`src/hw/rtl/ray_triangle_intersect_top_assert.svh`:
```
// ----------------------------------------------------------------------------
// Assertion macros for the ray/triangle intersection block
// Shared property forms, clocked on clk and idle while rst_n is low.
// ----------------------------------------------------------------------------
`ifndef RAY_TRIANGLE_INTERSECT_TOP_ASSERT_SVH
`define RAY_TRIANGLE_INTERSECT_TOP_ASSERT_SVH

// Same-cycle implication
`define RTI_ASSERT_IMPLY(label, ante, cons, msg) \
    label: assert property (@(posedge clk) disable iff (!rst_n) (ante) |-> (cons)) \
        else $error(msg);

// Next-cycle implication
`define RTI_ASSERT_NEXT(label, ante, cons, msg) \
    label: assert property (@(posedge clk) disable iff (!rst_n) (ante) |=> (cons)) \
        else $error(msg);

`endif

```
`src/hw/rtl/rti_pkg.sv`:
```
// ----------------------------------------------------------------------------
// rti_pkg
// Types, constants and binary32 helpers shared by the intersection pipeline.
// ----------------------------------------------------------------------------
package rti_pkg;

    localparam int unsigned FW = 32;
    localparam int unsigned MW = 50;
    localparam int unsigned EW = 11;

    localparam logic [31:0] NEAR_LIMIT = 32'h33D6BF95;
    localparam logic [31:0] FP_ONE     = 32'h3F800000;
    localparam logic [31:0] FP_QNAN    = 32'h7FC00000;
    localparam logic [30:0] FP_INF_MAG = 31'h7F800000;

    // Unit latencies in cycles
    localparam int unsigned ADD_LAT   = 2;
    localparam int unsigned MUL_LAT   = 2;
    localparam int unsigned DIV_QBITS = 28;
    localparam int unsigned DIV_STEP  = 2;
    localparam int unsigned DIV_STAGES = DIV_QBITS / DIV_STEP;
    localparam int unsigned RCP_LAT   = DIV_STAGES + 2;
    localparam int unsigned PIPE_LAT  =
        ADD_LAT + MUL_LAT + ADD_LAT + MUL_LAT + 2 * ADD_LAT + RCP_LAT + MUL_LAT + ADD_LAT;

    typedef logic [2:0][31:0] vec3_t;

    typedef struct packed {
        logic [31:0] corner_a_x;
        logic [31:0] corner_a_y;
        logic [31:0] corner_a_z;
        logic [31:0] corner_b_x;
        logic [31:0] corner_b_y;
        logic [31:0] corner_b_z;
        logic [31:0] corner_c_x;
        logic [31:0] corner_c_y;
        logic [31:0] corner_c_z;
    } tri_in_t;

    typedef struct packed {
        logic        hit;
        logic [31:0] distance;
        logic [2:0]  miss_reason;
    } res_out_t;

    typedef enum logic [2:0] {
        REASON_HIT      = 3'd0,
        REASON_PARALLEL = 3'd1,
        REASON_U_OUT    = 3'd2,
        REASON_V_OUT    = 3'd3,
        REASON_BEHIND   = 3'd4
    } miss_reason_t;

    typedef enum logic [2:0] {
        REG_ORIGIN_X = 3'd0,
        REG_ORIGIN_Y = 3'd1,
        REG_ORIGIN_Z = 3'd2,
        REG_DIR_X    = 3'd3,
        REG_DIR_Y    = 3'd4,
        REG_DIR_Z    = 3'd5
    } reg_idx_t;

    // Unrounded result: value = man / 2^48 * 2^(exp - 127), or a fixed pattern
    typedef struct packed {
        logic          special;
        logic [31:0]   special_bits;
        logic          sign;
        logic [EW-1:0] exp;
        logic [MW-1:0] man;
    } fpre_t;

    function automatic logic is_nan(input logic [31:0] x);
        return (x[30:23] == 8'hFF) && (x[22:0] != 23'd0);
    endfunction

    function automatic logic is_inf(input logic [31:0] x);
        return (x[30:23] == 8'hFF) && (x[22:0] == 23'd0);
    endfunction

    function automatic logic is_zero(input logic [31:0] x);
        return x[30:0] == 31'd0;
    endfunction

    // Normalize, denormalize when tiny, round to nearest even, pack
    function automatic logic [31:0] f_round(input fpre_t x);
        logic [MW-1:0]        m;
        logic [5:0]           lz;
        logic                 found;
        logic signed [EW-1:0] e;
        logic [5:0]           sh;
        logic                 extra;
        logic [23:0]          mant;
        logic                 up;
        logic [32:0]          pk;
        logic [31:0]          res;
        lz    = 6'd0;
        found = 1'b0;
        res   = 32'd0;
        for (int i = MW - 1; i >= 0; i--) begin
            if (!found && x.man[i]) begin
                lz    = 6'(MW - 1 - i);
                found = 1'b1;
            end
        end
        m = x.man << lz;
        e = $signed(x.exp) + 11'sd1 - $signed({5'b0, lz});
        if (e < 11'sd1) begin
            if (e < -11'sd48) begin
                sh = 6'd50;
            end
            else begin
                sh = 6'(11'sd1 - e);
            end
            extra = |(m & ((50'b1 << sh) - 50'b1));
            m     = (m >> sh) | {49'b0, extra};
            e     = 11'sd1;
        end
        mant = m[49:26];
        up   = m[25] & ((|m[24:0]) | mant[0]);
        pk   = ({22'b0, 11'(e - 11'sd1)} << 23) + {9'b0, mant} + {32'b0, up};
        if (x.special) begin
            res = x.special_bits;
        end
        else if (x.man == '0) begin
            res = {x.sign, 31'd0};
        end
        else if (pk >= 33'h07F800000) begin
            res = {x.sign, FP_INF_MAG};
        end
        else begin
            res = {x.sign, pk[30:0]};
        end
        return res;
    endfunction

endpackage

```
`src/hw/rtl/rti_fmul.sv`:
```
// ----------------------------------------------------------------------------
// rti_fmul
// Two-stage binary32 multiplier: mantissa product, then round and pack.
// ----------------------------------------------------------------------------
module rti_fmul (
    input  logic        clk,
    input  logic        en,
    input  logic [31:0] a,
    input  logic [31:0] b,
    output logic [31:0] y
);
    import rti_pkg::*;

    fpre_t       pre_next;
    fpre_t       pre_reg;
    logic [31:0] res_reg;
    logic [23:0] ma;
    logic [23:0] mb;
    logic [7:0]  ea;
    logic [7:0]  eb;
    logic [47:0] prod;

    // Unpack, multiply mantissas, sort out special operands
    always_comb
    begin
        ma   = {a[30:23] != 8'h00, a[22:0]};
        mb   = {b[30:23] != 8'h00, b[22:0]};
        ea   = (a[30:23] == 8'h00) ? 8'd1 : a[30:23];
        eb   = (b[30:23] == 8'h00) ? 8'd1 : b[30:23];
        prod = 48'(ma) * 48'(mb);
        pre_next.special      = 1'b0;
        pre_next.special_bits = FP_QNAN;
        pre_next.sign         = a[31] ^ b[31];
        pre_next.exp          = 11'($signed({3'b0, ea}) + $signed({3'b0, eb}) - 11'sd125);
        pre_next.man          = {2'b0, prod};
        if (is_nan(a) || is_nan(b) || (is_inf(a) && is_zero(b)) ||
            (is_zero(a) && is_inf(b)))
        begin
            pre_next.special = 1'b1;
        end
        else if (is_inf(a) || is_inf(b))
        begin
            pre_next.special      = 1'b1;
            pre_next.special_bits = {a[31] ^ b[31], FP_INF_MAG};
        end
    end

    // Hold both stages while stalled
    always_ff @(posedge clk)
    begin
        if (en)
        begin
            pre_reg <= pre_next;
            res_reg <= f_round(pre_reg);
        end
    end

    assign y = res_reg;

endmodule

```
`config.mk`:
```
export PLATFORM = sky130hd
export DESIGN_NAME = rti_fmul
export DESIGN_NICKNAME = d
export VERILOG_FILES = /design/src/hw/rtl/ray_triangle_intersect_top_assert.svh /design/src/hw/rtl/rti_pkg.sv /design/src/hw/rtl/rti_fmul.sv
export SDC_FILE = /design/constraint.sdc
export NUM_CORES = 2
export LEC_CHECK = 0
export BUFFER_PORTS_ARGS = -buffer_cell sky130_fd_sc_hd__buf_2
export CORE_ASPECT_RATIO = 1.75
export CORE_UTILIZATION = 25
export CTS_BUF_LIST = sky130_fd_sc_hd__clkbuf_16
export CTS_CLUSTER_SIZE = 8
export DETAILED_ROUTE_END_ITERATION = 8
export PLACE_DENSITY = 0.44
export SKIP_CTS_REPAIR_TIMING = 1
export SYNTH_ARGS = -nofsm -noshare
export SYNTH_HDL_FRONTEND = slang
export SYNTH_SLANG_ARGS = --single-unit
```
`constraint.sdc`:
```
create_clock -name clk -period 23.4 [get_ports clk]
set_clock_uncertainty 0.1 [all_clocks]
set_input_delay 3.51 -clock clk [delete_from_list [all_inputs] [get_ports clk]]
set_output_delay 3.51 -clock clk [all_outputs]
set_load 0.005 [all_outputs]
```
==> out/summary.txt <==
Iteration-0 DRC Markers = 2583
Critical path arrival = 12.86 ns
Wire length per cell = 27.4 um
Most numerous cell on the critical path = buf_4
Share of layout cells above drive strength 1 = 7.50%
Final WS setup = 10.56 ns
Sequential fraction of the synthesis area = 8.35%
Core ar. = 0.134 mm2
CP max stage cell = nor4_1
Clock Pin Slew Worst Setup and Hold Paths = 0.08 ns
CTS buffer count = 9
DRC = 0
Max stage delay on crit path = 0.80 ns
RSZ-0062 raised after global routing = no
Initial Util = 25.2%
Setup Crit Path Kind = reg2reg
Met3 Track Usage GR = 3.68%
Area share of and/or/nand/nor cells after synthesis = 21.1%
First-pass GRT wire length = 240 mm
Met1 usage = 23.9%
Max clock buf depth = 2
Worst-Skew Late Latency = 0.43 ns
Row count = 178
Primary FF master, synth = edfxtp_1
CP Launch Point = pre_reg[21]$_DFFE_PP_
Max-Cap Viols = 1
Placed Area = 0.0362 mm2
Buf+Inv Stages, Crit Path = 9
Most frequent cells in the layout = nand2_1, inv_1, fa_1
Synthesized area = 0.0338 mm2
Avg Cell Area, Syn = 7.91 um2
Period minus WS final = 12.84 ns
Count of pins over their slew limit = 1
Asr flop ratio synth = 0%
Reg-to-Reg Start = pre_reg[21]$_DFFE_PP_
Die height = 488 um
Failing checks = max-capacitance violations, max-slew violations
Largest net degree at the start of global routing = 57
DR vias = 33100
Fin nets = 4943
#FFs+latches synth = 94
Relative slew margins = -1.22%
Crit-path leading delay family = compound AO/OA/AOI/OAI gates
Compound-Gate Fraction of Synth Area = 19.3%
Place WS = 10.85 ns
Via count of the first global-routing pass = 34700
Status = finished, violations left
H-tree depth = 3
Port bufs = 97
CP startpoint kind = flip-flop
Hpwl dp = 125 mm
XOR/XNOR share of the synthesized area = 2.54%
Synthesized Nets = 5032
Max reg flops = 62
Hold Fails Final Rpt = 0
Period utilization = 54.9%
Leading cell type in the layout, fill and taps excluded = nand2_1
Final cell count without fillers = 5996
Root Driver = clkbuf_16
Initial antenna violation count = 9
Global-route usage over all layers = 24.1%
Io pins = 98
Remaining antenna violation count = 0
GR Overflow Total = 0
CTS sink cnt = 94
CTS tree = yes
Hold_sp = pre_reg[93]$_SDFFCE_PP0P_
Gpl congestion = 1.06
Worst path required time = 23.43 ns
Setup violators final = 0
Area Growth Syn to Fin = 8.05%
Syn. warnings = 0
GRT busiest layer = met2
CP Max Fanout = 48
Hold Path Class = reg2reg
DP Cell Count = 5973
Global Route met2 Usage = 44.1%
Via density = 5.51
Worst-Margin Slew = 1.48 ns
Mux cell area share after synthesis = 2.46%
Die width = 280 um
Combinational family with the most area after synthesis = adder cells
Cell area after layout = 0.0365 mm2
First drt pass iteration count = 6
Fmax = 77.9 MHz
Post-Synth Adder-Cell Area = 36.4%
Post-Route WL = 164 mm
Yosys cell types = 106
Critical path capture point type = flip-flop
Post-synth EDFFs = 94
Setup_tns = 0 ns
Die Area = 0.137 mm2
Syn Inst Count = 4273
-- area by class of cell --
class / instances / area [um2]
Antenna cell: 7 / 17.5
Clock buffer: 9 / 225
Clock inverter: 7 / 48.8
Fill cell: 14800 / 97800
Inverter: 562 / 2110
Multi-Input combinational cell: 3312 / 27800
Sequential cell: 94 / 2820
Tap cell: 1800 / 2250
Timing Repair Buffer: 205 / 1300
-- final timing paths --
| check | slack (ns) | to | cells past startpoint |
|---|---|---|---|
| max reg2reg | 10.56 | y[2]$_SDFFCE_PP0P_ | 41 |
| min | 0.47 | y[31]$_DFFE_PP_ | 1 |
| max | 10.56 | y[2]$_SDFFCE_PP0P_ | 41 |
| min reg2reg | 0.47 | y[31]$_DFFE_PP_ | 1 |
-- stage by stage --
step           hold slack (ns)  utilization [%]
6_report                 0.468             27.2
3_3_place_gp             0.454             27.0
3_5_place_dp             0.456             27.0
2_1_floorplan            0.403                -
4_1_cts                  0.479             27.2
5_1_grt                  0.503             27.2
-- cells by family after synthesis --
logic type	Yosys count
AND/OR/NAND/NOR	1511
AO/OA/AOI/OAI	931
buffers and inverters	867
adder cells (fa/ha/maj)	693
XOR/XNOR	98
flip-flops	94
multiplexers	79
-- worst reg2reg max path, delay by kind of cell, from the launching register on --
| kind | cells | cell delay [ns] |
|---|---|---|
| and+or+nand+nor | 11 | 3.50 |
| AOI/OAI and AO/OA | 16 | 5.43 |
| buffers and inverters | 9 | 1.78 |
| DFF | 1 | 0.75 |
| xor gates and xnor gates | 1 | 0.11 |
| adders and majority gates | 4 | 0.86 |
-- synth_stat cells (12+ instances only) --
cell type / number / area, um2
nand2_1: 616 / 2310
inv_1: 559 / 2100
fa_1: 484 / 9690
nor2_1: 267 / 1000
clkbuf_1: 246 / 923
and2_1: 215 / 1350
ha_1: 209 / 2620
a21oi_1: 196 / 981
o21ai_0: 157 / 786
nor3_1: 99 / 495
edfxtp_1: 94 / 2820
nand3_1: 82 / 410
xnor2_1: 69 / 604
mux2i_1: 65 / 651
a211oi_1: 54 / 405
nor4_1: 50 / 313
o22ai_1: 47 / 294
a31oi_1: 42 / 263
o211ai_1: 41 / 308
buf_2: 40 / 200
a22oi_1: 39 / 293
nand4_1: 33 / 206
xor2_1: 29 / 254
a221oi_1: 28 / 245
and3_1: 24 / 150
or2_2: 24 / 150
a21o_1: 23 / 173
o21a_1: 23 / 173
or3_1: 23 / 144
a22o_1: 22 / 193
o31ai_1: 20 / 150
or4_1: 20 / 150
o221ai_1: 17 / 149
o21bai_1: 16 / 120
nor2b_1: 15 / 93.8
a32oi_1: 14 / 123
nand2b_1: 14 / 87.6
o2111ai_1: 14 / 123
buf_1: 13 / 48.8
o32ai_1: 13 / 114
a311oi_1: 12 / 105
mux2_2: 12 / 135
-- layer usage --
layer / up-vias / wire [um]
li1: 14400 / -
met1: 16700 / 55100
met2: 1474 / 85200
met3: 537 / 8800
met4: 4 / 15100
met5: - / 26
Power is left out: the tool's default activity adds up to more than one toggle a clock period on the data nets, which glitch-free logic cannot reach.
