<file path="src/hw/rtl/ray_triangle_intersect_top_assert.svh">
// ----------------------------------------------------------------------------
// Assertion macros for the ray/triangle intersection block
// Shared property forms, clocked on clk and idle while rst_n is low.
// ----------------------------------------------------------------------------
`ifndef RAY_TRIANGLE_INTERSECT_TOP_ASSERT_SVH
`define RAY_TRIANGLE_INTERSECT_TOP_ASSERT_SVH

// Same-cycle implication
`define RTI_ASSERT_IMPLY(label, ante, cons, msg) \
    label: assert property (@(posedge clk) disable iff (!rst_n) (ante) |-> (cons)) \
        else $error(msg);

// Next-cycle implication
`define RTI_ASSERT_NEXT(label, ante, cons, msg) \
    label: assert property (@(posedge clk) disable iff (!rst_n) (ante) |=> (cons)) \
        else $error(msg);

`endif

</file>
<file path="src/hw/rtl/rti_pkg.sv">
// ----------------------------------------------------------------------------
// rti_pkg
// Types, constants and binary32 helpers shared by the intersection pipeline.
// ----------------------------------------------------------------------------
package rti_pkg;

    localparam int unsigned FW = 32;
    localparam int unsigned MW = 50;
    localparam int unsigned EW = 11;

    localparam logic [31:0] NEAR_LIMIT = 32'h33D6BF95;
    localparam logic [31:0] FP_ONE     = 32'h3F800000;
    localparam logic [31:0] FP_QNAN    = 32'h7FC00000;
    localparam logic [30:0] FP_INF_MAG = 31'h7F800000;

    // Unit latencies in cycles
    localparam int unsigned ADD_LAT   = 2;
    localparam int unsigned MUL_LAT   = 2;
    localparam int unsigned DIV_QBITS = 28;
    localparam int unsigned DIV_STEP  = 2;
    localparam int unsigned DIV_STAGES = DIV_QBITS / DIV_STEP;
    localparam int unsigned RCP_LAT   = DIV_STAGES + 2;
    localparam int unsigned PIPE_LAT  =
        ADD_LAT + MUL_LAT + ADD_LAT + MUL_LAT + 2 * ADD_LAT + RCP_LAT + MUL_LAT + ADD_LAT;

    typedef logic [2:0][31:0] vec3_t;

    typedef struct packed {
        logic [31:0] corner_a_x;
        logic [31:0] corner_a_y;
        logic [31:0] corner_a_z;
        logic [31:0] corner_b_x;
        logic [31:0] corner_b_y;
        logic [31:0] corner_b_z;
        logic [31:0] corner_c_x;
        logic [31:0] corner_c_y;
        logic [31:0] corner_c_z;
    } tri_in_t;

    typedef struct packed {
        logic        hit;
        logic [31:0] distance;
        logic [2:0]  miss_reason;
    } res_out_t;

    typedef enum logic [2:0] {
        REASON_HIT      = 3'd0,
        REASON_PARALLEL = 3'd1,
        REASON_U_OUT    = 3'd2,
        REASON_V_OUT    = 3'd3,
        REASON_BEHIND   = 3'd4
    } miss_reason_t;

    typedef enum logic [2:0] {
        REG_ORIGIN_X = 3'd0,
        REG_ORIGIN_Y = 3'd1,
        REG_ORIGIN_Z = 3'd2,
        REG_DIR_X    = 3'd3,
        REG_DIR_Y    = 3'd4,
        REG_DIR_Z    = 3'd5
    } reg_idx_t;

    // Unrounded result: value = man / 2^48 * 2^(exp - 127), or a fixed pattern
    typedef struct packed {
        logic          special;
        logic [31:0]   special_bits;
        logic          sign;
        logic [EW-1:0] exp;
        logic [MW-1:0] man;
    } fpre_t;

    function automatic logic is_nan(input logic [31:0] x);
        return (x[30:23] == 8'hFF) && (x[22:0] != 23'd0);
    endfunction

    function automatic logic is_inf(input logic [31:0] x);
        return (x[30:23] == 8'hFF) && (x[22:0] == 23'd0);
    endfunction

    function automatic logic is_zero(input logic [31:0] x);
        return x[30:0] == 31'd0;
    endfunction

    // Normalize, denormalize when tiny, round to nearest even, pack
    function automatic logic [31:0] f_round(input fpre_t x);
        logic [MW-1:0]        m;
        logic [5:0]           lz;
        logic                 found;
        logic signed [EW-1:0] e;
        logic [5:0]           sh;
        logic                 extra;
        logic [23:0]          mant;
        logic                 up;
        logic [32:0]          pk;
        logic [31:0]          res;
        lz    = 6'd0;
        found = 1'b0;
        res   = 32'd0;
        for (int i = MW - 1; i >= 0; i--) begin
            if (!found && x.man[i]) begin
                lz    = 6'(MW - 1 - i);
                found = 1'b1;
            end
        end
        m = x.man << lz;
        e = $signed(x.exp) + 11'sd1 - $signed({5'b0, lz});
        if (e < 11'sd1) begin
            if (e < -11'sd48) begin
                sh = 6'd50;
            end
            else begin
                sh = 6'(11'sd1 - e);
            end
            extra = |(m & ((50'b1 << sh) - 50'b1));
            m     = (m >> sh) | {49'b0, extra};
            e     = 11'sd1;
        end
        mant = m[49:26];
        up   = m[25] & ((|m[24:0]) | mant[0]);
        pk   = ({22'b0, 11'(e - 11'sd1)} << 23) + {9'b0, mant} + {32'b0, up};
        if (x.special) begin
            res = x.special_bits;
        end
        else if (x.man == '0) begin
            res = {x.sign, 31'd0};
        end
        else if (pk >= 33'h07F800000) begin
            res = {x.sign, FP_INF_MAG};
        end
        else begin
            res = {x.sign, pk[30:0]};
        end
        return res;
    endfunction

endpackage

</file>
<file path="src/hw/rtl/rti_frecip.sv">
// ----------------------------------------------------------------------------
// rti_frecip
// Pipelined binary32 reciprocal: unpack, restoring division a few quotient
// bits per stage, then round and pack.
// ----------------------------------------------------------------------------
module rti_frecip (
    input  logic        clk,
    input  logic        en,
    input  logic [31:0] a,
    output logic [31:0] y
);
    import rti_pkg::*;

    typedef struct packed {
        logic                 special;
        logic [31:0]          special_bits;
        logic                 sign;
        logic [EW-1:0]        exp;
        logic [23:0]          dvsr;
        logic [24:0]          rem;
        logic [DIV_QBITS-1:0] quo;
    } div_t;

    div_t        st_next [DIV_STAGES+1];
    div_t        st_reg  [DIV_STAGES+1];
    fpre_t       pre;
    logic [31:0] res_reg;
    logic [23:0] md;
    logic [4:0]  lz;
    logic        found;
    logic [7:0]  e_eff;

    // Unpack and normalize the divisor mantissa
    always_comb
    begin
        md    = {a[30:23] != 8'h00, a[22:0]};
        e_eff = (a[30:23] == 8'h00) ? 8'd1 : a[30:23];
        lz    = 5'd0;
        found = 1'b0;
        for (int i = 23; i >= 0; i--)
        begin
            if (!found && md[i])
            begin
                lz    = 5'(23 - i);
                found = 1'b1;
            end
        end
        st_next[0].special      = 1'b0;
        st_next[0].special_bits = FP_QNAN;
        st_next[0].sign         = a[31];
        st_next[0].exp          = 11'(11'sd274 - ($signed({3'b0, e_eff}) - $signed({6'b0, lz})));
        st_next[0].dvsr         = md << lz;
        st_next[0].rem          = 25'h0800000;
        st_next[0].quo          = '0;
        if (is_nan(a))
        begin
            st_next[0].special = 1'b1;
        end
        else if (is_inf(a))
        begin
            st_next[0].special      = 1'b1;
            st_next[0].special_bits = {a[31], 31'd0};
        end
        else if (is_zero(a))
        begin
            st_next[0].special      = 1'b1;
            st_next[0].special_bits = {a[31], FP_INF_MAG};
        end
    end

    // Restoring division steps, DIV_STEP quotient bits per stage
    for (genvar s = 0; s < DIV_STAGES; s++)
    begin : g_div
        always_comb
        begin
            div_t cur;
            logic bit_set;
            cur = st_reg[s];
            for (int j = 0; j < DIV_STEP; j++)
            begin
                bit_set = cur.rem >= {1'b0, cur.dvsr};
                if (bit_set)
                begin
                    cur.rem = cur.rem - {1'b0, cur.dvsr};
                end
                cur.quo = {cur.quo[DIV_QBITS-2:0], bit_set};
                cur.rem = cur.rem << 1;
            end
            st_next[s+1] = cur;
        end
    end

    // Quotient plus sticky into the common rounding form
    always_comb
    begin
        pre.special      = st_reg[DIV_STAGES].special;
        pre.special_bits = st_reg[DIV_STAGES].special_bits;
        pre.sign         = st_reg[DIV_STAGES].sign;
        pre.exp          = st_reg[DIV_STAGES].exp;
        pre.man          = MW'({st_reg[DIV_STAGES].quo, st_reg[DIV_STAGES].rem != 25'd0});
    end

    // Advance every stage together
    always_ff @(posedge clk)
    begin
        if (en)
        begin
            for (int i = 0; i <= DIV_STAGES; i++)
            begin
                st_reg[i] <= st_next[i];
            end
            res_reg <= f_round(pre);
        end
    end

    assign y = res_reg;

endmodule

</file>
<file path="config.mk">
export PLATFORM = sky130hd
export DESIGN_NAME = rti_frecip
export DESIGN_NICKNAME = d
export VERILOG_FILES = /design/src/hw/rtl/ray_triangle_intersect_top_assert.svh /design/src/hw/rtl/rti_pkg.sv /design/src/hw/rtl/rti_frecip.sv
export SDC_FILE = /design/constraint.sdc
export NUM_CORES = 2
export LEC_CHECK = 0
export ABC_CLOCK_PERIOD_IN_PS = 19700
export BUFFER_PORTS_ARGS = -buffer_cell sky130_fd_sc_hd__buf_2
export CAP_MARGIN = 30
export CORE_UTILIZATION = 65
export DETAILED_ROUTE_END_ITERATION = 8
export PLACE_DENSITY = 0.82
export SLEW_MARGIN = 10
export SYNTH_ARGS = -nofsm -noshare
export SYNTH_HDL_FRONTEND = slang
export SYNTH_SLANG_ARGS = --single-unit
</file>
<file path="constraint.sdc">
create_clock -name clk -period 19.7 [get_ports clk]
set_clock_uncertainty 0.2 [all_clocks]
set_input_delay 3.94 -clock clk [delete_from_list [all_inputs] [get_ports clk]]
set_output_delay 3.94 -clock clk [all_outputs]
set_load 0.005 [all_outputs]
</file>
==> results.json <==
{
  "first_iter_violations": 6358,
  "design.core.area_um2": 122000,
  "worstSkewPairLatency_ps": 760,
  "crit_fanout": 36,
  "post-route-drc-count": 0,
  "synth_warnings": 0,
  "p_total_mw": 17.7,
  "synth_top_area_share_pct": 42.9,
  "rows": 128,
  "final_net_count": 8791,
  "relSlewSlack_pct": 32.2,
  "synth.avg_cell_area_um2": 9.95,
  "syn_nets": 8721,
  "multi_input_area_um2": 42200,
  "r2r-start": "st_reg[1][746]$_DFFE_PP_",
  "worstPathRequired_ps": 20070,
  "grt_antenna_before_repair": 3,
  "floorplan.initialDensity_pct": 65.5,
  "holdPathEnd": "st_reg[1][378]$_DFFE_PP_",
  "io_pins": 66,
  "dr.pass1.iters": 8,
  "fmax_ghz": 0.0908,
  "r2r_cells": 28,
  "synth_edf_count": 1139,
  "vias_per_cell": 6.47,
  "fin_ws_ps": 8690,
  "placed_cell_area_um2": 82000,
  "startpoint": "st_reg[1][746]$_DFFE_PP_",
  "holdWs_ps": 186,
  "wire_per_inst_um": 22.6,
  "status": "completed",
  "synth_area_leaders": "edfxtp_1, ha_1, mux2_2, inv_1, nor2_1",
  "cts_tree": "yes",
  "final-setup-viol-count": 0,
  "synth-seq-area-share_pct": 42.9,
  "critical_path_class": "reg -> reg",
  "cts_hold_buf": 0,
  "cts_root_buffer": "clkbuf_16",
  "final_area_um2": 86000,
  "crit_arrival_ps": 11380,
  "ant_nets": 0,
  "crit_path_max_incr_delay_ps": 750,
  "dieArea_um2": 124000,
  "report.final.slew_viol_count": 0,
  "rsz0062_at_grt": "no",
  "yosysUniqueCellTypes": 119,
  "final_common_cell": "edfxtp_1",
  "final.setup.tns_ps": 0,
  "r2r_slack_ps": 8690,
  "overflow": 0,
  "ys_ff_latch": 1139,
  "post_cts.repair.setup_buffers": 0,
  "p_leak_nw": 34.5,
  "grt_max_degree": 205,
  "grtUsageTotal_pct": 34.8,
  "crit_path_end_kind": "flop",
  "whs_path_depth": 0,
  "synth.cell_area_um2": 79700,
  "hp-class": "reg -> reg",
  "cts_buffers": 113,
  "drive_above_1_share_pct": 9.79,
  "max_cap_viol_count": 0,
  "netlist_instances": 8011,
  "die-width_um": 352,
  "hpwlAfterDp_mm": 169,
  "r2r_end": "y[10]$_SDFFCE_PP0P_",
  "grt_pass1_vias": 60703,
  "routed-via-count": 63429,
  "synth_async_sr_flop_share_pct": 0,
  "pre_cts_ws_ps": 8980,
  "cp_slowest_cell": "ha_1",
  "routed_wl_mm": 222,
  "syn2layout_area_growth_pct": 7.86,
  "ys.flop_type": "edfxtp_1",
  "cellPowerDensity_nw_per_um2": 206,
  "period_needed_ps": 11010,
  "hp-start": "st_reg[1][255]$_DFFE_PP_",
  "hold_viol_final": 0,
  "layout_common_cells": "edfxtp_1, inv_1, nor2_1",
  "gp_congestion": 1.02,
  "die_h_um": 352,
  "ir_worst_vdd_uv": 246,
  "ctsResizeCount": 0,
  "fin_crit_sh_pct": 55.9,
  "grt_pass1_wl_mm": 339,
  "cts.clk_slew.worst_paths_ps": 70,
  "register_area_um2": 34200,
  "largest_reg_flops": 1107,
  "max_slew.worst_pin.slew_ps": 1020,
  "clock_sinks": 1139,
  "start_kind": "flop",
  "crit_top_cell": "ha_1",
  "clock_path_buffers": 3,
  "cts_max_level": 3,
  "synth.largest_area_cell": "edfxtp_1",
  "fillCellCount": 8862,
  "portBuffers": 65
}
==> layout make-up <==
| class | instances | share of cell area, % |
|---|---|---|
| antenna | 1 | 0.00291 |
| clock buffer | 131 | 3.37 |
| clock inverter | 78 | 1.13 |
| inverter | 712 | 3.11 |
| multi-input combinational | 5977 | 49.0 |
| sequential | 1139 | 39.8 |
| tap | 1625 | 2.36 |
| timing repair buffer | 138 | 1.20 |
==> per-stage QoR <==
| step | std cells | util (%) |
|---|---|---|
| 6_report | 9801 | 70.6 |
| 5_1_grt | 9800 | 70.6 |
| 4_1_cts | 9796 | 70.6 |
| 3_5_place_dp | 9587 | 67.4 |
| 3_3_place_gp | 9582 | 67.3 |
| 2_1_floorplan | 8011 | - |
==> critical path: cells and delay by family, from the launching register on <==
family / cells / cell delay (ps)
and+or+nand+nor: 10 / 3880
adders and majority gates: 4 / 1930
buffers and inverters: 5 / 1530
DFF: 1 / 540
AOI/OAI and AO/OA: 9 / 2700
==> per-layer routing <==
layer	wire length (um)	vias to the layer above	global-route usage, %
met1	87600	30220	43.8
met4	14100	4	19.7
li1	-	29821	-
met5	28	-	0
met3	15100	657	4.26
met2	105000	2727	58.1
==> synthesized netlist by cell type (24+ instances only) <==
cell / number
a211oi_1: 73
a21boi_0: 135
a21o_1: 139
a21oi_1: 492
a221oi_1: 24
a22oi_1: 36
a31oi_1: 43
and2_1: 61
and3_1: 75
clkbuf_1: 141
edfxtp_1: 1139
ha_1: 661
inv_1: 704
mux2_2: 340
mux2i_1: 122
nand2_1: 635
nand2b_1: 84
nand3_1: 157
nand4_1: 151
nor2_1: 685
nor2b_1: 85
nor3_1: 211
nor4_1: 61
o211ai_1: 43
o21a_1: 94
o21ai_0: 494
o21bai_1: 50
o22ai_1: 49
o31ai_1: 101
or2_2: 33
or3_1: 50
or4_1: 24
xnor2_1: 274
xor2_1: 149
==> how the worst max path moves through the flow <==
stage / endpoint / depth (start not counted) / slack [ps]
6_report: y[10]$_SDFFCE_PP0P_ / 28 / 8690
5_1_grt: st_reg[1][43]$_DFFE_PP_ / 39 / 8010
4_1_cts: y[10]$_SDFFCE_PP0P_ / 28 / 8920
3_5_place_dp: y[10]$_SDFFCE_PP0P_ / 28 / 8980
3_3_place_gp: y[6]$_SDFFCE_PP0P_ / 28 / 9280
2_1_floorplan: st_reg[0][760]$_DFFE_PP_ / 41 / 11120
==> power by group <==
part	internal, mW	total (mW)	switching [mW]
logic	4.95	11.4	6.41
registers	3.73	4.10	0.366
clock network	1.28	2.25	0.968
==> cells by family (layout without fill, tap and decap cells) <==
kind of cell             after synthesis  after routing  share of synthesized area [%]
flip-flops                          1139           1139                           42.9
other                                  1              2                        0.00470
adder cells (fa/ha/maj)              676            676                           10.8
XOR/XNOR                             423            423                           4.65
multiplexers                         465            465                           6.40
AO/OA/AOI/OAI                       2023           2023                           16.5
buffers and inverters                895           1059                           4.32
AND/OR/NAND/NOR                     2389           2389                           14.4
Power figures use the tool's default switching activity.
