`config.mk`:
```
export PLATFORM = sky130hd
export DESIGN_NAME = rti_delay
export DESIGN_NICKNAME = d
export VERILOG_FILES = /design/src/hw/rtl/ray_triangle_intersect_top_assert.svh /design/src/hw/rtl/rti_pkg.sv /design/src/hw/rtl/rti_delay.sv
export SDC_FILE = /design/constraint.sdc
export NUM_CORES = 1
export LEC_CHECK = 0
export BUFFER_PORTS_ARGS = -buffer_cell sky130_fd_sc_hd__buf_4
export CAP_MARGIN = 40
export CELL_PAD_IN_SITES_DETAIL_PLACEMENT = 0
export CELL_PAD_IN_SITES_GLOBAL_PLACEMENT = 1
export CORE_UTILIZATION = 47
export CTS_BUF_LIST = sky130_fd_sc_hd__clkbuf_4
export DETAILED_ROUTE_END_ITERATION = 12
export GPL_TIMING_DRIVEN = 0
export PLACE_DENSITY = 0.91
export SYNTH_ARGS = -nofsm -noshare
export SYNTH_HDL_FRONTEND = slang
export SYNTH_SLANG_ARGS = --single-unit
```
`constraint.sdc`:
```
create_clock -name clk -period 1.2 [get_ports clk]
set_input_delay 0.12 -clock clk [delete_from_list [all_inputs] [get_ports clk]]
set_output_delay 0.12 -clock clk [all_outputs]
set_load 0.05 [all_outputs]
```
`src/hw/rtl/ray_triangle_intersect_top_assert.svh`:
```
// ----------------------------------------------------------------------------
// Assertion macros for the ray/triangle intersection block
// Shared property forms, clocked on clk and idle while rst_n is low.
// ----------------------------------------------------------------------------
`ifndef RAY_TRIANGLE_INTERSECT_TOP_ASSERT_SVH
`define RAY_TRIANGLE_INTERSECT_TOP_ASSERT_SVH

// Same-cycle implication
`define RTI_ASSERT_IMPLY(label, ante, cons, msg) \
    label: assert property (@(posedge clk) disable iff (!rst_n) (ante) |-> (cons)) \
        else $error(msg);

// Next-cycle implication
`define RTI_ASSERT_NEXT(label, ante, cons, msg) \
    label: assert property (@(posedge clk) disable iff (!rst_n) (ante) |=> (cons)) \
        else $error(msg);

`endif

```
`src/hw/rtl/rti_pkg.sv`:
```
// ----------------------------------------------------------------------------
// rti_pkg
// Types, constants and binary32 helpers shared by the intersection pipeline.
// ----------------------------------------------------------------------------
package rti_pkg;

    localparam int unsigned FW = 32;
    localparam int unsigned MW = 50;
    localparam int unsigned EW = 11;

    localparam logic [31:0] NEAR_LIMIT = 32'h33D6BF95;
    localparam logic [31:0] FP_ONE     = 32'h3F800000;
    localparam logic [31:0] FP_QNAN    = 32'h7FC00000;
    localparam logic [30:0] FP_INF_MAG = 31'h7F800000;

    // Unit latencies in cycles
    localparam int unsigned ADD_LAT   = 2;
    localparam int unsigned MUL_LAT   = 2;
    localparam int unsigned DIV_QBITS = 28;
    localparam int unsigned DIV_STEP  = 2;
    localparam int unsigned DIV_STAGES = DIV_QBITS / DIV_STEP;
    localparam int unsigned RCP_LAT   = DIV_STAGES + 2;
    localparam int unsigned PIPE_LAT  =
        ADD_LAT + MUL_LAT + ADD_LAT + MUL_LAT + 2 * ADD_LAT + RCP_LAT + MUL_LAT + ADD_LAT;

    typedef logic [2:0][31:0] vec3_t;

    typedef struct packed {
        logic [31:0] corner_a_x;
        logic [31:0] corner_a_y;
        logic [31:0] corner_a_z;
        logic [31:0] corner_b_x;
        logic [31:0] corner_b_y;
        logic [31:0] corner_b_z;
        logic [31:0] corner_c_x;
        logic [31:0] corner_c_y;
        logic [31:0] corner_c_z;
    } tri_in_t;

    typedef struct packed {
        logic        hit;
        logic [31:0] distance;
        logic [2:0]  miss_reason;
    } res_out_t;

    typedef enum logic [2:0] {
        REASON_HIT      = 3'd0,
        REASON_PARALLEL = 3'd1,
        REASON_U_OUT    = 3'd2,
        REASON_V_OUT    = 3'd3,
        REASON_BEHIND   = 3'd4
    } miss_reason_t;

    typedef enum logic [2:0] {
        REG_ORIGIN_X = 3'd0,
        REG_ORIGIN_Y = 3'd1,
        REG_ORIGIN_Z = 3'd2,
        REG_DIR_X    = 3'd3,
        REG_DIR_Y    = 3'd4,
        REG_DIR_Z    = 3'd5
    } reg_idx_t;

    // Unrounded result: value = man / 2^48 * 2^(exp - 127), or a fixed pattern
    typedef struct packed {
        logic          special;
        logic [31:0]   special_bits;
        logic          sign;
        logic [EW-1:0] exp;
        logic [MW-1:0] man;
    } fpre_t;

    function automatic logic is_nan(input logic [31:0] x);
        return (x[30:23] == 8'hFF) && (x[22:0] != 23'd0);
    endfunction

    function automatic logic is_inf(input logic [31:0] x);
        return (x[30:23] == 8'hFF) && (x[22:0] == 23'd0);
    endfunction

    function automatic logic is_zero(input logic [31:0] x);
        return x[30:0] == 31'd0;
    endfunction

    // Normalize, denormalize when tiny, round to nearest even, pack
    function automatic logic [31:0] f_round(input fpre_t x);
        logic [MW-1:0]        m;
        logic [5:0]           lz;
        logic                 found;
        logic signed [EW-1:0] e;
        logic [5:0]           sh;
        logic                 extra;
        logic [23:0]          mant;
        logic                 up;
        logic [32:0]          pk;
        logic [31:0]          res;
        lz    = 6'd0;
        found = 1'b0;
        res   = 32'd0;
        for (int i = MW - 1; i >= 0; i--) begin
            if (!found && x.man[i]) begin
                lz    = 6'(MW - 1 - i);
                found = 1'b1;
            end
        end
        m = x.man << lz;
        e = $signed(x.exp) + 11'sd1 - $signed({5'b0, lz});
        if (e < 11'sd1) begin
            if (e < -11'sd48) begin
                sh = 6'd50;
            end
            else begin
                sh = 6'(11'sd1 - e);
            end
            extra = |(m & ((50'b1 << sh) - 50'b1));
            m     = (m >> sh) | {49'b0, extra};
            e     = 11'sd1;
        end
        mant = m[49:26];
        up   = m[25] & ((|m[24:0]) | mant[0]);
        pk   = ({22'b0, 11'(e - 11'sd1)} << 23) + {9'b0, mant} + {32'b0, up};
        if (x.special) begin
            res = x.special_bits;
        end
        else if (x.man == '0) begin
            res = {x.sign, 31'd0};
        end
        else if (pk >= 33'h07F800000) begin
            res = {x.sign, FP_INF_MAG};
        end
        else begin
            res = {x.sign, pk[30:0]};
        end
        return res;
    endfunction

endpackage

```
`src/hw/rtl/rti_delay.sv`:
```
// ----------------------------------------------------------------------------
// rti_delay
// Enabled shift line that keeps operands aligned with the arithmetic stages.
// ----------------------------------------------------------------------------
module rti_delay #(
    parameter int unsigned WIDTH = rti_pkg::FW,
    parameter int unsigned DEPTH = rti_pkg::ADD_LAT
) (
    input  logic             clk,
    input  logic             en,
    input  logic [WIDTH-1:0] din,
    output logic [WIDTH-1:0] dout
);
    import rti_pkg::*;

    logic [WIDTH-1:0] tap_reg [DEPTH];

    // Advance all taps together
    always_ff @(posedge clk)
    begin
        if (en)
        begin
            tap_reg[0] <= din;
            for (int i = 1; i < DEPTH; i++)
            begin
                tap_reg[i] <= tap_reg[i-1];
            end
        end
    end

    assign dout = tap_reg[DEPTH-1];

endmodule

```
==> results.md, run 1 <==
- Outcome: finished clean
- HP Start: en
- Final hold vios: 0
- Placed cell count: 213
- Drt total wl: 3.559 mm
- Die Y: 69.83 microns
- Post-synth cell types: 2
- Critical path class: register to output pin
- Xor and xnor fraction of the mapped netlist area: 0
- Final worst path period share: 0.9618
- GPL Wtd Cong: 0.6584
- CTS buffer count: 9
- Placed Area: 2715 sq um
- Worst VDD drop: 1.264 mV
- Pre-Repair DR Iteration Count: 4
- Synth Register Bits: 64
- Die outline width: 69.83 microns
- Initial antenna violation count: 0
- Register clock-pin slew on the reported worst setup and hold paths: 0.10 ns
- Crit Path Max Fanout: 1
- Area growth from synthesis to layout: 48.26%
- First-pass GRT wire length: 5.547 mm
- Post-Synth Adder-Cell Area: 0
- Multi-input gate area: 0 sq um
- Worst hold path type: input port to register
- Post-DR vias/cell: 4.423
- Clk root buf: clkbuf_4
- Largest net degree at the start of global routing: 65
- Slew Viols, Final: 0
- RSZ-0062 raised after global routing: no
- Mapped Nets: 130
- # setup viols final: 0
- Synthesis Warnings: 0
- Design area: 3206 sq um
- Antenna viol nets, final: 0
- Fin util: 0.7312
- Max reg flops: 64
- PwrDens: 1539 nW/um^2
- Vias: 1035
- GRT Util Overall: 0.1642
- 1st-iter DRT viols: 70
- Num rows: 24
- DRC violations left: 0
- Post-CTS Setup Bufs: 0
- Worst Hold Margin: 0.3237 ns
- Ratio of cells with drive above 1 in the final layout: 0.4615
- Max-Cap Viols: 0
- Most common cell after layout, fill and taps aside: edfxtp_1
- Synth Area in Compound Gates: 0
- Core ar.: 4384 sq um
- Relative slew margins: 0.4890
- Arr. time, crit path: 1.03 ns
- H-tree depth: 3
- Simple-Gate Fraction of Synth Area: 0
- Clk_lat worst skew: 0.38 ns
- Gr ovfl total: 0
- Post-synthesis mux area share: 0
- Mean Syn Cell Area: 22.52 sq um
- Commonest non-fill, non-tap cells in the layout: edfxtp_1, buf_4, dlygate4sd3_1, buf_8, clkbuf_4
- Critical path endpoint category: output pin
- Top-level I/O count: 66
- Reg2Reg Launch Point: tap_reg[0][7]
- Cells after Synth: 96
- Die area: 4876 sq um
- F_max: 866.4 MHz
- Vias in the first global route: 1194
- Ant. Diodes: 0
- Startpoint types: register
- Netlist Area Pre-Place: 2162 sq um
- Final Non-Filler Cells: 234
- Total Nets Final: 212
- Post-DR wirelength/cell: 15.21 microns
- Setup crit start: tap_reg[0][44]
- Longest Clk Path Bufs: 2
- Filler Cells Inserted: 257
- Post-synthesis sequential area ratio: 0.8889
- Largest family of logic cells by synthesized area: buffers and inverters
- Tightest Pin Transition: 0.7665 ns
- Required @ worst endpoint: 1.08 ns
- Final Skew: 0.007937 ns
- Num Clock Sinks: 64
- TritonCTS clock tree: done
- Period minus WS final: 1.154 ns
- Static leakage: 1.258 nW
- Multi-In Gates: 0
- PortBufs: 65
- Initial Utilization: 0.4932
- Total power: 4.934 mW
## area by class of cell
class	count	area, sq um	area share
Buffer	6	45.04	0.01405
Clock buffer	10	75.07	0.02342
Clock inverter	5	72.57	0.02264
Sequential cell	64	1922	0.5995
Tap cell	52	65.06	0.02030
Timing Repair Buffer	97	1026	0.3201
## stage by stage
stage	TNS (ns)	setup slack, ns
global route	0	0.0005439
global placement	0	0.1300
finish	0	0.04586
detailed placement	0	0.08365
floorplan	0	0.5566
CTS	-0.02327	-0.02327
## cell usage after synthesis (all sizes together)
| library cell | count | area, sq um |
|---|---|---|
| buf | 32 | 240.2 |
| edfxtp | 64 | 1922 |
## logic make-up after synthesis
kind of cell	Yosys count
buffers and inverters	32
flip-flops	64
## metal layers
metal	vias to the layer above	track usage	part of all wire
met2	49	0.2991	0.60
li1	493	-	-
met1	483	0.1533	0.31
met3	10	0.05959	0.063
met4	0	0.1000	0.026
met5	-	0	0
## path summary, 6_finish.rpt
check	endpoint	slack [ns]	cells past startpoint
max	dout[12]	0.05	2
max reg2reg	tap_reg[0][39]	0.54	0
min	tap_reg[0][11]	0.32	1
min reg2reg	tap_reg[0][57]	0.43	0
## worst max-delay path: stages (launching register included)
cell      delay (ns)
edfxtp_1        0.37
buf_4           0.14
buf_6           0.14
## repair_timing
action,in CTS,in global routing
endpoints found under the setup margin,31,20
resized for setup,37,21
endpoints found under the hold margin,32,0
hold buffers,32,0
## report_power, final
part | internal (mW) | switching (mW)
Clock | 0.842 | 0.690
Sequential | 2.65 | 0.0679
Combinational | 0.323 | 0.359
Total | 3.82 | 1.12
(Power assumes the default switching activity.)
==> inputs of run 2 (changes only) <==
Settings changed: CORE_ASPECT_RATIO set to 1.2, REMOVE_ABC_BUFFERS set to 1.
==> run 2 against run 1 <==
  * Worst setup slack gained 0.050 ns
  * Worst hold slack gained 0.011 ns
  * Register-to-register slack is essentially flat
  * Cell count shrank 1.7%
  * Sequential cell count is the same
  * Clock power shrank 16%
  * Fmax grew 4.5%
  * Die area is essentially flat
  * First-iteration DRC count shrank 66%
  * Largest power group unchanged
  * Cell area shrank 9.0%
  * Sequential power is essentially flat
  * Via count shrank 5.5%
==> results.md, run 2 (synthesis gave the netlist of run 1 again) <==
- Area growth from synthesis to layout: 34.90%
- First-pass GRT wire length: 4.581 mm (-17%)
- Antenna viol nets, final: 0 (unchanged)
- Slowest-stage cell, CP: edfxtp_1
- Initial antenna violation count: 0 (unchanged)
- PwrDens: 1559 nW/um^2 (+1.3%)
- RSZ-0062 raised after global routing: no
- Total Nets Final: 206 (-2.8%)
- PortBufs: 65 (unchanged)
- Vias in the first global route: 994 (-17%)
- Slew Viols, Final: 0 (unchanged)
- Worst hold path type: input port to register
- CTS buffer count: 9 (unchanged)
- Pre-Repair DR Iteration Count: 4 (unchanged)
- Tightest Pin Transition: 0.7424 ns (-0.02407 ns)
- Commonest non-fill, non-tap cells in the layout: buf_4, edfxtp_1, dlygate4sd3_1, clkbuf_4
- Longest Clk Path Bufs: 2 (unchanged)
- Max reg flops: 64 (unchanged)
- Static leakage: 1.139 nW (-9.5%)
- Final worst path period share: 0.9200 (-0.04178)
- Post-cts sizing count: 0 (-100%)
- Outcome: finished clean
- Worst VDD drop: 0.8393 mV (-34%)
- Ant. Diodes: 0 (unchanged)
- Multi-In Gates: 0 (unchanged)
- Initial Utilization: 0.4997 (+0.006560)
- Vias: 978 (-5.5%)
- Final Skew: 0.005344 ns (-0.002593 ns)
- GRT Util Overall: 0.1421 (-0.02211)
- Relative slew margins: 0.5051 (+0.01604)
- Period minus WS final: 1.104 ns (-0.05013 ns)
- Final hold vios: 0 (unchanged)
- Ratio of cells with drive above 1 in the final layout: 0.4425 (-0.01901)
- Die Y: 76.30 microns (+9.3%)
- Post-DR wirelength/cell: 13.51 microns (-11%)
- Multi-input gate area: 0 sq um (unchanged)
- Arr. time, crit path: 0.98 ns (-0.05 ns)
- Clk root buf: clkbuf_4
- Total negative slack: 0 ns (unchanged)
- # setup viols final: 0 (unchanged)
- Register clock-pin slew on the reported worst setup and hold paths: 0.09 ns (about the same)
- TritonCTS clock tree: done
- Critical path endpoint category: output pin
- Core ar.: 4327 sq um (-1.3%)
- Die outline width: 63.92 microns (-8.5%)
- Top-level I/O count: 66 (unchanged)
- Filler Cells Inserted: 296 (+15%)
- F_max: 905.8 MHz (+4.5%)
- Post-DR vias/cell: 4.252 (-3.9%)
- Gr ovfl total: 0 (unchanged)
- Num Clock Sinks: 64 (unchanged)
- DRC violations left: 0 (unchanged)
- Max-Cap Viols: 0 (unchanged)
- CP top delay family: flip-flops
- Post-CTS Setup Bufs: 0 (unchanged)
- Num rows: 26 (+8.3%)
- Startpoint types: register
- Drt total wl: 3.108 mm (-13%)
- # hold bufs at CTS: 32 (unchanged)
- Crit Path Max Fanout: 1 (unchanged)
- Most common cell after layout, fill and taps aside: buf_4
- 1st-iter DRT viols: 24 (-66%)
- Worst reg-to-reg setup slack: 0.55 ns (about the same)
- CP Buf/Inv Count: 1 (-1)
- Required @ worst endpoint: 1.08 ns (about the same)
- Largest net degree at the start of global routing: 65 (unchanged)
- Area occupied by registers: 1922 sq um (unchanged)
- Critical Path, Cell by Cell: buf_4
- GPL Wtd Cong: 0.6181 (-6.1%)
- Critical path class: register to output pin
- Max incr delay on CP: 0.40 ns (+0.03 ns)
- H-tree depth: 3 (unchanged)
- Clk_lat worst skew: 0.38 ns (about the same)
- Die area: 4876 sq um (about the same)
- Worst Hold Margin: 0.3343 ns (+0.01056 ns)
==> run 2: layout make-up <==
type	count	share of cell area
Sequential cell	64	0.6589
Timing Repair Buffer	97	0.2771
Clock buffer	11	0.02831
Tap cell	56	0.02402
Clock inverter	2	0.01158
==> run 2: metal layers <==
metal,vias up,part of all wire,GRT usage
met5,-,0,0
met4,0,0.046,0.1205
met3,14,0.058,0.05988
met2,42,0.56,0.2394
met1,444,0.34,0.1268
li1,478,-,-
==> run 2: path summary, 6_finish.rpt <==
path	startpoint	end	cells past startpoint
max	tap_reg[0][58]	dout[26]	1
min	en	tap_reg[0][47]	1
max reg2reg	tap_reg[0][17]	tap_reg[0][49]	0
min reg2reg	tap_reg[0][13]	tap_reg[0][45]	0
==> run 2: where the power goes <==
part | leakage, nW | internal (mW) | total (mW) | switching [mW]
Clock | 0.0663 | 0.644 | 1.28 | 0.638
Sequential | 0.626 | 2.65 | 2.69 | 0.0437
Combinational | 0.446 | 0.222 | 0.570 | 0.349
Total | 1.14 | 3.52 | 4.55 | 1.03
==> run 2: through the flow <==
stage          instance area [sq um]  instances  setup WS, ns  total power, mW  utilization
2_1_floorplan                   1922         64        0.4794            2.991            -
3_3_place_gp                    2480        185        0.1318            3.214       0.5732
3_5_place_dp                    2480        185       0.09177            3.232       0.5732
4_1_cts                         2917        230       0.06843            4.573       0.6741
5_1_grt                         2917        230       0.03912            4.699       0.6741
6_report                        2917        230       0.09599            4.546       0.6741
